[src/rtl/core/qfr_pkg.sv]
// Shared types and constants for the record line rewriter.
// No dependencies; compiled first.
package qfr_pkg;

  // Decimal field of the line trailer: the count never exceeds 99999.
  localparam int unsigned DEC_W       = 17;
  localparam int unsigned DIGIT_LIMIT = 99999;
  localparam int unsigned DIGITS      = 5;
  localparam logic [3:0]  FIELD_LIMIT = 4'd11;

  localparam logic [7:0] CH_AT    = 8'h40;  // '@'
  localparam logic [7:0] CH_TAB   = 8'h09;
  localparam logic [7:0] CH_NL    = 8'h0A;
  localparam logic [7:0] CH_THREE = 8'h33;  // '3'
  localparam logic [7:0] CH_TWO   = 8'h32;  // '2'
  localparam logic [7:0] CH_DOT   = 8'h2E;  // '.'
  localparam logic [7:0] CH_N     = 8'h4E;  // 'N'
  localparam logic [7:0] CH_ZERO  = 8'h30;  // '0'
  localparam logic [7:0] CH_UNDER = 8'h5F;  // '_'
  localparam logic [7:0] CH_COLON = 8'h3A;  // ':'
  localparam logic [7:0] CH_SLASH = 8'h2F;  // '/'

  // Field indexes with special handling.
  localparam logic [3:0] FLD_DROP  = 4'd6;
  localparam logic [3:0] FLD_FLAG  = 4'd7;
  localparam logic [3:0] FLD_BASES = 4'd8;
  localparam logic [3:0] FLD_QUAL  = 4'd9;
  localparam logic [3:0] FLD_LAST  = 4'd10;

  // Configuration register indexes.
  localparam logic CFG_QUAL_OFFSET = 1'b0;
  localparam logic CFG_QUAL_THRESH = 1'b1;

  // Decimal place values, most significant first.
  localparam logic [DEC_W-1:0] DEC_STEP [DIGITS] = '{
    17'd10000, 17'd1000, 17'd100, 17'd10, 17'd1
  };

  typedef enum logic [1:0] {
    K_NONE,   // nothing but a possible '@'
    K_BYTE,   // one output byte
    K_EOL     // tab, decimal count, newline
  } qfr_kind_t;

  // One command from front to back.
  typedef struct packed {
    logic             lead;   // '@' goes first
    qfr_kind_t        kind;
    logic [7:0]       data;
    logic [DEC_W-1:0] count;
  } qfr_entry_t;

  // Replacement for the tab that closes fields 0..5.
  function automatic logic [7:0] qfr_tab_char(input logic [2:0] fld);
    logic [7:0] c;
    unique case (fld)
      3'd0:    c = CH_UNDER;
      3'd1,
      3'd2,
      3'd3,
      3'd4:    c = CH_COLON;
      3'd5:    c = CH_SLASH;
      default: c = CH_TAB;
    endcase
    return c;
  endfunction

endpackage

[src/rtl/core/qfr_if.sv]
// Stream channel interfaces for the rewriter: input bytes and output bytes.
// No dependencies.
interface qfr_in_if;
  logic       valid;
  logic       ready;
  logic [7:0] in_byte;

  modport source (output valid, output in_byte, input ready);
  modport sink   (input valid, input in_byte, output ready);
endinterface

interface qfr_out_if;
  logic       valid;
  logic       ready;
  logic [7:0] out_byte;
  logic       last_of_run;

  modport source (output valid, output out_byte, output last_of_run, input ready);
  modport sink   (input valid, input out_byte, input last_of_run, output ready);
endinterface

[src/rtl/core/qfr_queue.sv]
// Short command queue between front and back.
// Depends on qfr_pkg.
module qfr_queue #(
  parameter int DEPTH = 4
) (
  input  logic               clk,
  input  logic               rst_n,
  input  logic               push,
  input  qfr_pkg::qfr_entry_t push_data,
  output logic               full,
  input  logic               pop,
  output qfr_pkg::qfr_entry_t head,
  output logic               empty
);
  import qfr_pkg::*;

  localparam int PTR_W = (DEPTH > 1) ? $clog2(DEPTH) : 1;
  localparam int CNT_W = $clog2(DEPTH + 1);

  qfr_entry_t             mem [DEPTH];
  logic [PTR_W-1:0]       wr_ptr_r, rd_ptr_r;
  logic [CNT_W-1:0]       cnt_r;

  function automatic logic [PTR_W-1:0] bump(input logic [PTR_W-1:0] p);
    return (p == PTR_W'(DEPTH - 1)) ? '0 : p + PTR_W'(1);
  endfunction

  assign full  = (cnt_r == CNT_W'(DEPTH));
  assign empty = (cnt_r == '0);
  assign head  = mem[rd_ptr_r];

  always_ff @(posedge clk) begin
    if (push) begin
      mem[wr_ptr_r] <= push_data;
    end
  end

  always_ff @(posedge clk) begin
    if (!rst_n) begin
      wr_ptr_r <= '0;
      rd_ptr_r <= '0;
      cnt_r    <= '0;
    end else begin
      if (push) wr_ptr_r <= bump(wr_ptr_r);
      if (pop)  rd_ptr_r <= bump(rd_ptr_r);
      if (push && !pop)      cnt_r <= cnt_r + CNT_W'(1);
      else if (pop && !push) cnt_r <= cnt_r - CNT_W'(1);
    end
  end

endmodule

[src/rtl/core/qfr_front.sv]
// Front end: takes input bytes, tracks field position and quality count,
// and issues output commands. Depends on qfr_pkg and qfr_if.
module qfr_front #(
  parameter int COUNT_BITS = 16
) (
  input  logic                clk,
  input  logic                rst_n,
  input  logic                cfg_we,
  input  logic                cfg_index,
  input  logic [7:0]          cfg_wdata,
  qfr_in_if.sink              in_chan,
  input  logic                q_full,
  output logic                push,
  output qfr_pkg::qfr_entry_t push_data
);
  import qfr_pkg::*;

  localparam longint unsigned FULL_CNT = (64'd1 << COUNT_BITS) - 64'd1;
  localparam logic [COUNT_BITS-1:0] CAP =
    COUNT_BITS'((FULL_CNT < 64'(DIGIT_LIMIT)) ? FULL_CNT : 64'(DIGIT_LIMIT));

  logic [7:0]            qoff_r;
  logic [6:0]            qthr_r;
  logic [3:0]            fld_r, fld_nxt;
  logic                  line_start_r, line_start_nxt;
  logic                  fld_start_r, fld_start_nxt;
  logic [COUNT_BITS-1:0] cnt_r, cnt_nxt;
  logic                  accept;
  logic [7:0]            b, adj;
  logic                  hit;
  qfr_entry_t            ent;

  assign in_chan.ready = !q_full;
  assign accept        = in_chan.valid && !q_full;

  always_comb begin
    b              = in_chan.in_byte;
    adj            = b - qoff_r;
    hit            = $signed(adj) >= $signed({1'b0, qthr_r});
    fld_nxt        = fld_r;
    line_start_nxt = line_start_r;
    fld_start_nxt  = fld_start_r;
    cnt_nxt        = cnt_r;
    ent.lead       = line_start_r;
    ent.kind       = K_NONE;
    ent.data       = b;
    ent.count      = DEC_W'(64'(cnt_r));
    if (accept) begin
      line_start_nxt = 1'b0;
      priority if (b == CH_NL) begin
        ent.kind       = K_EOL;
        fld_nxt        = '0;
        line_start_nxt = 1'b1;
        fld_start_nxt  = 1'b1;
        cnt_nxt        = '0;
      end else if (b == CH_TAB) begin
        if (fld_r < FLD_DROP) begin
          ent.kind = K_BYTE;
          ent.data = qfr_tab_char(fld_r[2:0]);
        end else if (fld_r >= FLD_FLAG && fld_r <= FLD_QUAL) begin
          ent.kind = K_BYTE;
          ent.data = CH_TAB;
        end
        if (fld_r < FIELD_LIMIT) fld_nxt = fld_r + 4'd1;
        fld_start_nxt = 1'b1;
      end else begin
        fld_start_nxt = 1'b0;
        if (fld_r != FLD_DROP && fld_r <= FLD_LAST) begin
          ent.kind = K_BYTE;
        end
        if (fld_r == FLD_FLAG && fld_start_r && b == CH_THREE) begin
          ent.data = CH_TWO;
        end
        if (fld_r == FLD_BASES && b == CH_DOT) begin
          ent.data = CH_N;
        end
        if (fld_r == FLD_QUAL) begin
          ent.data = adj;
          if (hit && cnt_r < CAP) cnt_nxt = cnt_r + COUNT_BITS'(1);
        end
      end
    end
  end

  assign push      = accept && (line_start_r || ent.kind != K_NONE);
  assign push_data = ent;

  always_ff @(posedge clk) begin
    if (!rst_n) begin
      qoff_r       <= 8'd31;
      qthr_r       <= 7'd63;
      fld_r        <= '0;
      line_start_r <= 1'b1;
      fld_start_r  <= 1'b1;
      cnt_r        <= '0;
    end else begin
      if (cfg_we && cfg_index == CFG_QUAL_OFFSET) qoff_r <= cfg_wdata;
      if (cfg_we && cfg_index == CFG_QUAL_THRESH) qthr_r <= cfg_wdata[6:0];
      fld_r        <= fld_nxt;
      line_start_r <= line_start_nxt;
      fld_start_r  <= fld_start_nxt;
      cnt_r        <= cnt_nxt;
    end
  end

endmodule

[src/rtl/core/qfr_back.sv]
// Back end: pops commands and drives the output register, one byte a cycle when not stalled,
// expanding end-of-line commands into the decimal trailer. Depends on qfr_pkg, qfr_if.
module qfr_back (
  input  logic                clk,
  input  logic                rst_n,
  input  logic                q_empty,
  input  qfr_pkg::qfr_entry_t q_head,
  output logic                q_pop,
  qfr_out_if.source           out_chan
);
  import qfr_pkg::*;

  typedef enum logic [2:0] {
    ST_GET, ST_LEAD, ST_BYTE, ST_TAB, ST_DIG, ST_NL
  } state_t;

  state_t           state_r, state_nxt;
  qfr_entry_t       cur_r, cur_nxt;
  logic [DEC_W-1:0] rem_r, rem_nxt;
  logic [2:0]       pos_r, pos_nxt;
  logic             started_r, started_nxt;
  logic             oval_r, oval_nxt;
  logic [7:0]       obyte_r, obyte_nxt;
  logic             olast_r, olast_nxt;

  logic             can_emit, done, load;
  logic [DEC_W-1:0] step, thr, sub;
  logic [3:0]       digit;
  logic             show;

  function automatic state_t first_state(input qfr_entry_t e);
    state_t s;
    if (e.lead)                s = ST_LEAD;
    else if (e.kind == K_BYTE) s = ST_BYTE;
    else                       s = ST_TAB;
    return s;
  endfunction

  assign can_emit = !oval_r || out_chan.ready;

  // one decimal digit per cycle unless the output stalls: compare against the nine multiples
  always_comb begin
    step  = DEC_STEP[pos_r];
    digit = '0;
    sub   = '0;
    thr   = '0;
    for (int k = 1; k <= 9; k++) begin
      thr = DEC_W'(step * DEC_W'(k));
      if (rem_r >= thr) begin
        digit = 4'(k);
        sub   = thr;
      end
    end
    show = started_r || (digit != 4'd0) || (pos_r == 3'(DIGITS - 1));
  end

  always_comb begin
    state_nxt   = state_r;
    cur_nxt     = cur_r;
    rem_nxt     = rem_r;
    pos_nxt     = pos_r;
    started_nxt = started_r;
    oval_nxt    = oval_r && !out_chan.ready;
    obyte_nxt   = obyte_r;
    olast_nxt   = olast_r;
    done        = 1'b0;
    unique case (state_r)
      ST_GET: ;
      ST_LEAD: begin
        if (can_emit) begin
          oval_nxt  = 1'b1;
          obyte_nxt = CH_AT;
          olast_nxt = (cur_r.kind == K_NONE);
          unique case (cur_r.kind)
            K_BYTE:  state_nxt = ST_BYTE;
            K_EOL:   state_nxt = ST_TAB;
            default: done = 1'b1;
          endcase
        end
      end
      ST_BYTE: begin
        if (can_emit) begin
          oval_nxt  = 1'b1;
          obyte_nxt = cur_r.data;
          olast_nxt = 1'b1;
          done      = 1'b1;
        end
      end
      ST_TAB: begin
        if (can_emit) begin
          oval_nxt  = 1'b1;
          obyte_nxt = CH_TAB;
          olast_nxt = 1'b0;
          state_nxt = ST_DIG;
        end
      end
      ST_DIG: begin
        if (!show || can_emit) begin
          if (show) begin
            oval_nxt    = 1'b1;
            obyte_nxt   = CH_ZERO + {4'd0, digit};
            olast_nxt   = 1'b0;
            started_nxt = 1'b1;
            rem_nxt     = rem_r - sub;
          end
          if (pos_r == 3'(DIGITS - 1)) state_nxt = ST_NL;
          else                         pos_nxt   = pos_r + 3'd1;
        end
      end
      ST_NL: begin
        if (can_emit) begin
          oval_nxt  = 1'b1;
          obyte_nxt = CH_NL;
          olast_nxt = 1'b1;
          done      = 1'b1;
        end
      end
      default: state_nxt = ST_GET;
    endcase

    if (done) state_nxt = ST_GET;
    load = ((state_r == ST_GET) || done) && !q_empty;
    if (load) begin
      cur_nxt     = q_head;
      state_nxt   = first_state(q_head);
      rem_nxt     = q_head.count;
      pos_nxt     = '0;
      started_nxt = 1'b0;
    end
  end

  assign q_pop                = load;
  assign out_chan.valid       = oval_r;
  assign out_chan.out_byte    = obyte_r;
  assign out_chan.last_of_run = olast_r;

  always_ff @(posedge clk) begin
    cur_r   <= cur_nxt;
    rem_r   <= rem_nxt;
    obyte_r <= obyte_nxt;
    olast_r <= olast_nxt;
    if (!rst_n) begin
      state_r   <= ST_GET;
      pos_r     <= '0;
      started_r <= 1'b0;
      oval_r    <= 1'b0;
    end else begin
      state_r   <= state_nxt;
      pos_r     <= pos_nxt;
      started_r <= started_nxt;
      oval_r    <= oval_nxt;
    end
  end

endmodule

[src/rtl/core/qseq_to_fastq_line_rewriter.sv]
// Top level of the record line rewriter: front end, command queue, back end.
// Depends on qfr_pkg, qfr_if, qfr_front, qfr_queue, qfr_back.
//
//   channel   dir   transfer when          payload
//   in_chan   in    valid && ready         in_byte[7:0]
//   out_chan  out   valid && ready         out_byte[7:0], last_of_run
//   cfg_*     in    cfg_we (no handshake)  cfg_index[0], cfg_wdata[7:0]
//
// Flow: ordinary bytes stream at one per cycle once the queue is running and
//   the output is ready. The '@' at line start is one extra output byte. A
//   newline expands into tab, five decimal places (leading zeros skipped),
//   newline. The back end has a single output register.
// Reset: rst_n synchronous, active low; offset 31, threshold 63, line start.
// Stalls: the QUEUE_DEPTH-entry queue decouples input from output; in_chan
//   ready drops only when the queue is full.
module qseq_to_fastq_line_rewriter #(
  parameter int COUNT_BITS  = 16,
  parameter int QUEUE_DEPTH = 4
) (
  input  logic       clk,
  input  logic       rst_n,
  input  logic       cfg_we,
  input  logic       cfg_index,
  input  logic [7:0] cfg_wdata,
  qfr_in_if.sink     in_chan,
  qfr_out_if.source  out_chan
);
  import qfr_pkg::*;

  logic       push, pop, full, empty;
  qfr_entry_t push_data, head;

  // front: field tracking, quality count, command generation
  qfr_front #(
    .COUNT_BITS (COUNT_BITS)
  ) u_front (
    .clk       (clk),
    .rst_n     (rst_n),
    .cfg_we    (cfg_we),
    .cfg_index (cfg_index),
    .cfg_wdata (cfg_wdata),
    .in_chan   (in_chan),
    .q_full    (full),
    .push      (push),
    .push_data (push_data)
  );

  // commands wait here while the back end drains a trailer or stalls
  qfr_queue #(
    .DEPTH (QUEUE_DEPTH)
  ) u_queue (
    .clk       (clk),
    .rst_n     (rst_n),
    .push      (push),
    .push_data (push_data),
    .full      (full),
    .pop       (pop),
    .head      (head),
    .empty     (empty)
  );

  // back: byte emission and decimal trailer
  qfr_back u_back (
    .clk      (clk),
    .rst_n    (rst_n),
    .q_empty  (empty),
    .q_head   (head),
    .q_pop    (pop),
    .out_chan (out_chan)
  );

endmodule

[src/flat_wrapper.sv]
// flat-port wrapper written by rule: the top's interface ports become plain ports
module qseq_to_fastq_line_rewriter_flat import qfr_pkg::*;
#(
  parameter int COUNT_BITS  = 16,
  parameter int QUEUE_DEPTH = 4
)
  (clk, rst_n, cfg_we, cfg_index, cfg_wdata, in_chan_valid, in_chan_in_byte, in_chan_ready, out_chan_valid, out_chan_out_byte, out_chan_last_of_run, out_chan_ready);
  qfr_in_if in_chan_i ();
  qfr_out_if out_chan_i ();
  input  logic clk;
  input  logic rst_n;
  input  logic cfg_we;
  input  logic cfg_index;
  input  logic [7:0] cfg_wdata;
  input wire logic [$bits(in_chan_i.valid)-1:0] in_chan_valid;
  input wire logic [$bits(in_chan_i.in_byte)-1:0] in_chan_in_byte;
  output wire logic [$bits(in_chan_i.ready)-1:0] in_chan_ready;
  output wire logic [$bits(out_chan_i.valid)-1:0] out_chan_valid;
  output wire logic [$bits(out_chan_i.out_byte)-1:0] out_chan_out_byte;
  output wire logic [$bits(out_chan_i.last_of_run)-1:0] out_chan_last_of_run;
  input wire logic [$bits(out_chan_i.ready)-1:0] out_chan_ready;
  assign in_chan_i.valid = in_chan_valid;
  assign in_chan_i.in_byte = in_chan_in_byte;
  assign in_chan_ready = in_chan_i.ready;
  assign out_chan_valid = out_chan_i.valid;
  assign out_chan_out_byte = out_chan_i.out_byte;
  assign out_chan_last_of_run = out_chan_i.last_of_run;
  assign out_chan_i.ready = out_chan_ready;
  qseq_to_fastq_line_rewriter #(.COUNT_BITS(COUNT_BITS), .QUEUE_DEPTH(QUEUE_DEPTH)) u_core (.clk(clk), .rst_n(rst_n), .cfg_we(cfg_we), .cfg_index(cfg_index), .cfg_wdata(cfg_wdata), .in_chan(in_chan_i), .out_chan(out_chan_i));
endmodule
[config.mk]
export PLATFORM = sky130hd
export DESIGN_NAME = qseq_to_fastq_line_rewriter_flat
export DESIGN_NICKNAME = d
export VERILOG_FILES = /design/src/rtl/core/qfr_pkg.sv /design/src/rtl/core/qfr_if.sv /design/src/rtl/core/qfr_queue.sv /design/src/rtl/core/qfr_front.sv /design/src/rtl/core/qfr_back.sv /design/src/rtl/core/qseq_to_fastq_line_rewriter.sv /design/src/flat_wrapper.sv
export SDC_FILE = /design/constraint.sdc
export NUM_CORES = 1
export LEC_CHECK = 0
export ABC_AREA = 1
export BUFFER_PORTS_ARGS = -buffer_cell sky130_fd_sc_hd__buf_2
export CAP_MARGIN = 10
export CORE_MARGIN = 10
export CORE_UTILIZATION = 55
export CTS_CLUSTER_DIAMETER = 60
export CTS_CLUSTER_SIZE = 40
export DETAILED_ROUTE_END_ITERATION = 6
export PLACE_DENSITY = 0.79
export SETUP_SLACK_MARGIN = 0.4
export SLEW_MARGIN = 40
export SYNTH_ARGS = -nofsm -noshare
export SYNTH_HDL_FRONTEND = slang
export SYNTH_SLANG_ARGS = --single-unit
[constraint.sdc]
create_clock -name clk -period 7 [get_ports clk]
set_input_delay 1.4 -clock clk [delete_from_list [all_inputs] [get_ports clk]]
set_output_delay 1.4 -clock clk [all_outputs]
set_load 0.01 [all_outputs]
==> out/results.ini <==
[outcome]
status=finished, final reports clean

[detailed_routing]
routedWlPerCell_um=19.3
drt_iter0_markers=1493
drc=0
vias=14100
dr.pass1.iters=6
ant_nets=0
vias_per_cell=5.92
wl_um=46000

[synth]
ys_seq_area_share_pct=35.4
synthCells=1908
ys_ff_latch=198
yosysWarnings=0
synthDistinctLibCells=67
ys.flop_type=edfxtp_1
avgSynthCellArea_um2=8.01
netlist_area_mm2=0.0153
async_reset_ff_share_pct=0
synth-edff-count=144

[finish]
n_antenna_cell=0
final_cells=2382
final_nets=2215
syn2layout_area_growth_pct=15.8
num-fill-cells=2275
layout_common_cells=nand2_1, nor2_1, inv_1, ha_1, a21oi_1
layout-drive-gt1-share_pct=16.1
final_common_cell=nand2_1

[placed_design]
dpl.cell_count=2312
place_congestion=1.05
pre_cts_slack_ns=0.103
port_buffers=32
hpwl_um=33400

[grt]
grt_pass1_wl_um=70400
grt_overflow_total=0
grt_util_all_layers_pct=24.7
grt_antenna_before_repair=0
grt_pass1_vias=13500
grt_max_degree=55

[floorplan]
start_util_pct=56.2
ios=33
fp.dieW_um=187
core_area_mm2=0.0272
chipHeight_um=187
die_area_mm2=0.0348
rows=60

[sta]
min_period_over_period_pct=91.2
slew_violations=0
tightest_slew_ns=0.860
min_period_ns=6.39
rsz0062_at_grt=true
relSlewSlack_pct=42.7
fin_skew_ns=0.0110
fmax_ghz=0.157
hold_viol_final=0
setup_viol=0
finalWorstSetupSlack_ns=0.614
hold_ws_ns=0.456
final.setup.tns_ns=0

[setup_path]
cp.arrival_ns=6.55
worstSetupPathType=flip-flop to flip-flop
cp_slowest_cell=fa_2
cpPeakStageDelay_ns=0.40
worst_path_most_repeated_cell=nand2_2
crit_family=simple AND/OR/NAND/NOR gates
worst-path-buf-inv=6
critPathMaxFanout=7
crit_required_ns=7.16
critPathCaptureType=flip-flop
start_kind=flip-flop

[clocking]
ctsHoldBuffers=0
clk_pin_slew_ns=0.07
cts_sinks=198
cts-root-buf=clkbuf_16
clock_latency_ns=0.44
htreeDepth=4
numCtsBuffers=17
cts_tree=built
cts_buffer_depth=2

[hold_path]
min_path_type=flip-flop to flip-flop

[job]
maxCapViolations=0

-- routing by layer --
metal | up-vias | track usage (%) | routed length (µm)
li1 | 6803 | - | -
met1 | 6530 | 29.3 | 18100
met2 | 637 | 42.9 | 22300
met3 | 138 | 3.31 | 3220
met4 | 0 | 12.2 | 2370
met5 | - | 0 | 0
-- repair_timing --
action                                  CTS  global route
buffers inserted                          5            32
gates cloned                              0             1
pin swaps                                 6            65
resized for setup                        19           141
endpoints found under the setup margin    7            13
endpoints found under the hold margin     0             0
-- worst register-to-register path: cells and delay by family, from the launching register on --
family	cells	cell delay, ns
AND/OR/NAND/NOR	15	1.99
AO/OA/AOI/OAI	11	1.43
adder cells (fa/ha/maj)	5	1.34
buffers and inverters	6	0.52
XOR/XNOR	2	0.46
flip-flops	1	0.37
-- state kept, by name, indices dropped and copies added, names as in the netlist, named ones only --
| name | cells |
|---|---|
| u_core.u_queue.mem | 108 |
| u_core.u_back.rem_r | 17 |
| u_core.u_front.cnt_r | 16 |
| u_core.u_back.cur_r | 10 |
| u_core.u_back.out_chan.out_byte | 8 |
| u_core.u_front.qoff_r | 8 |
| u_core.u_front.qthr_r | 7 |
| u_core.u_front.fld_r | 4 |
| u_core.u_back.pos_r | 3 |
| u_core.u_back.state_r | 3 |
| u_core.u_queue.cnt_r | 3 |
| u_core.u_queue.rd_ptr_r | 2 |
| u_core.u_queue.wr_ptr_r | 2 |
| u_core.u_back.out_chan.last_of_run | 1 |
| u_core.u_back.out_chan.valid | 1 |
| u_core.u_back.started_r | 1 |
| u_core.u_front.fld_start_r | 1 |
| u_core.u_front.line_start_r | 1 |
-- through the flow --
| stage | utilization, % | area (µm²) |
|---|---|---|
| finish | 65.1 | 17700 |
| global route | 65.1 | 17700 |
| CTS | 61.7 | 16800 |
| detailed placement | 59.1 | 16100 |
| global placement | 59.1 | 16100 |
| floorplan | - | 15300 |
-- final timing paths --
path | startpoint | to | slack [ns] | depth (start not counted)
max | u_core.u_back.pos_r[0] | u_core.u_back.rem_r[13] | 0.61 | 39
min | u_core.u_back.started_r | u_core.u_back.started_r | 0.46 | 2
max reg2reg | u_core.u_back.pos_r[0] | u_core.u_back.rem_r[13] | 0.61 | 39
min reg2reg | u_core.u_back.started_r | u_core.u_back.started_r | 0.46 | 2
-- cell usage after synthesis (4+ instances only) --
cell type / number / share of area [%]
a211oi_1: 7 / 0.34
a21boi_0: 4 / 0.20
a21o_1: 8 / 0.39
a21oi_1: 164 / 5.4
a22oi_1: 4 / 0.20
a2bb2oi_1: 4 / 0.23
a31oi_1: 15 / 0.61
buf_2: 8 / 0.26
clkbuf_1: 32 / 0.79
dfxtp_1: 54 / 7.1
edfxtp_1: 144 / 28
fa_1: 6 / 0.79
ha_1: 190 / 16
inv_1: 204 / 5.0
inv_2: 9 / 0.22
nand2_1: 347 / 8.5
nand2_2: 7 / 0.29
nand3_1: 74 / 2.4
nand3_2: 7 / 0.46
nand3b_1: 4 / 0.20
nand4_1: 36 / 1.5
nor2_1: 208 / 5.1
nor2_2: 5 / 0.20
nor2_4: 5 / 0.37
nor3_1: 20 / 0.66
nor4_1: 8 / 0.33
o2111ai_1: 6 / 0.34
o211ai_1: 21 / 1.0
o21a_1: 5 / 0.25
o21ai_0: 149 / 4.9
o21bai_1: 6 / 0.29
o22ai_1: 31 / 1.3
or2_2: 9 / 0.37
xnor2_1: 16 / 0.92
xor2_1: 42 / 2.4
-- kinds of logic (layout without fill, tap and decap cells) --
| group | count (synthesis) | in the layout | share of synthesized area [%] |
|---|---|---|---|
| DFF | 198 | 198 | 35.4 |
| and+or+nand+nor | 742 | 742 | 21.4 |
| AOI/OAI and AO/OA | 449 | 449 | 16.8 |
| xor gates and xnor gates | 59 | 59 | 3.43 |
| other | 1 | 2 | 0.0245 |
| adders and majority gates | 196 | 196 | 16.3 |
| buffers and inverters | 263 | 364 | 6.62 |
-- cell type report --
class	instances	area (µm²)	area share, %
Clock buffer	22	517	2.92
Clock inverter	10	100	0.566
Inverter	217	843	4.76
Tap cell	372	465	2.63
Sequential cell	198	5410	30.6
Multi-Input combinational cell	1448	9520	53.8
Timing Repair Buffer	115	836	4.72
Power is not shown: default switching activity piles up to over one toggle a cycle in this logic, so the estimate is an artifact.
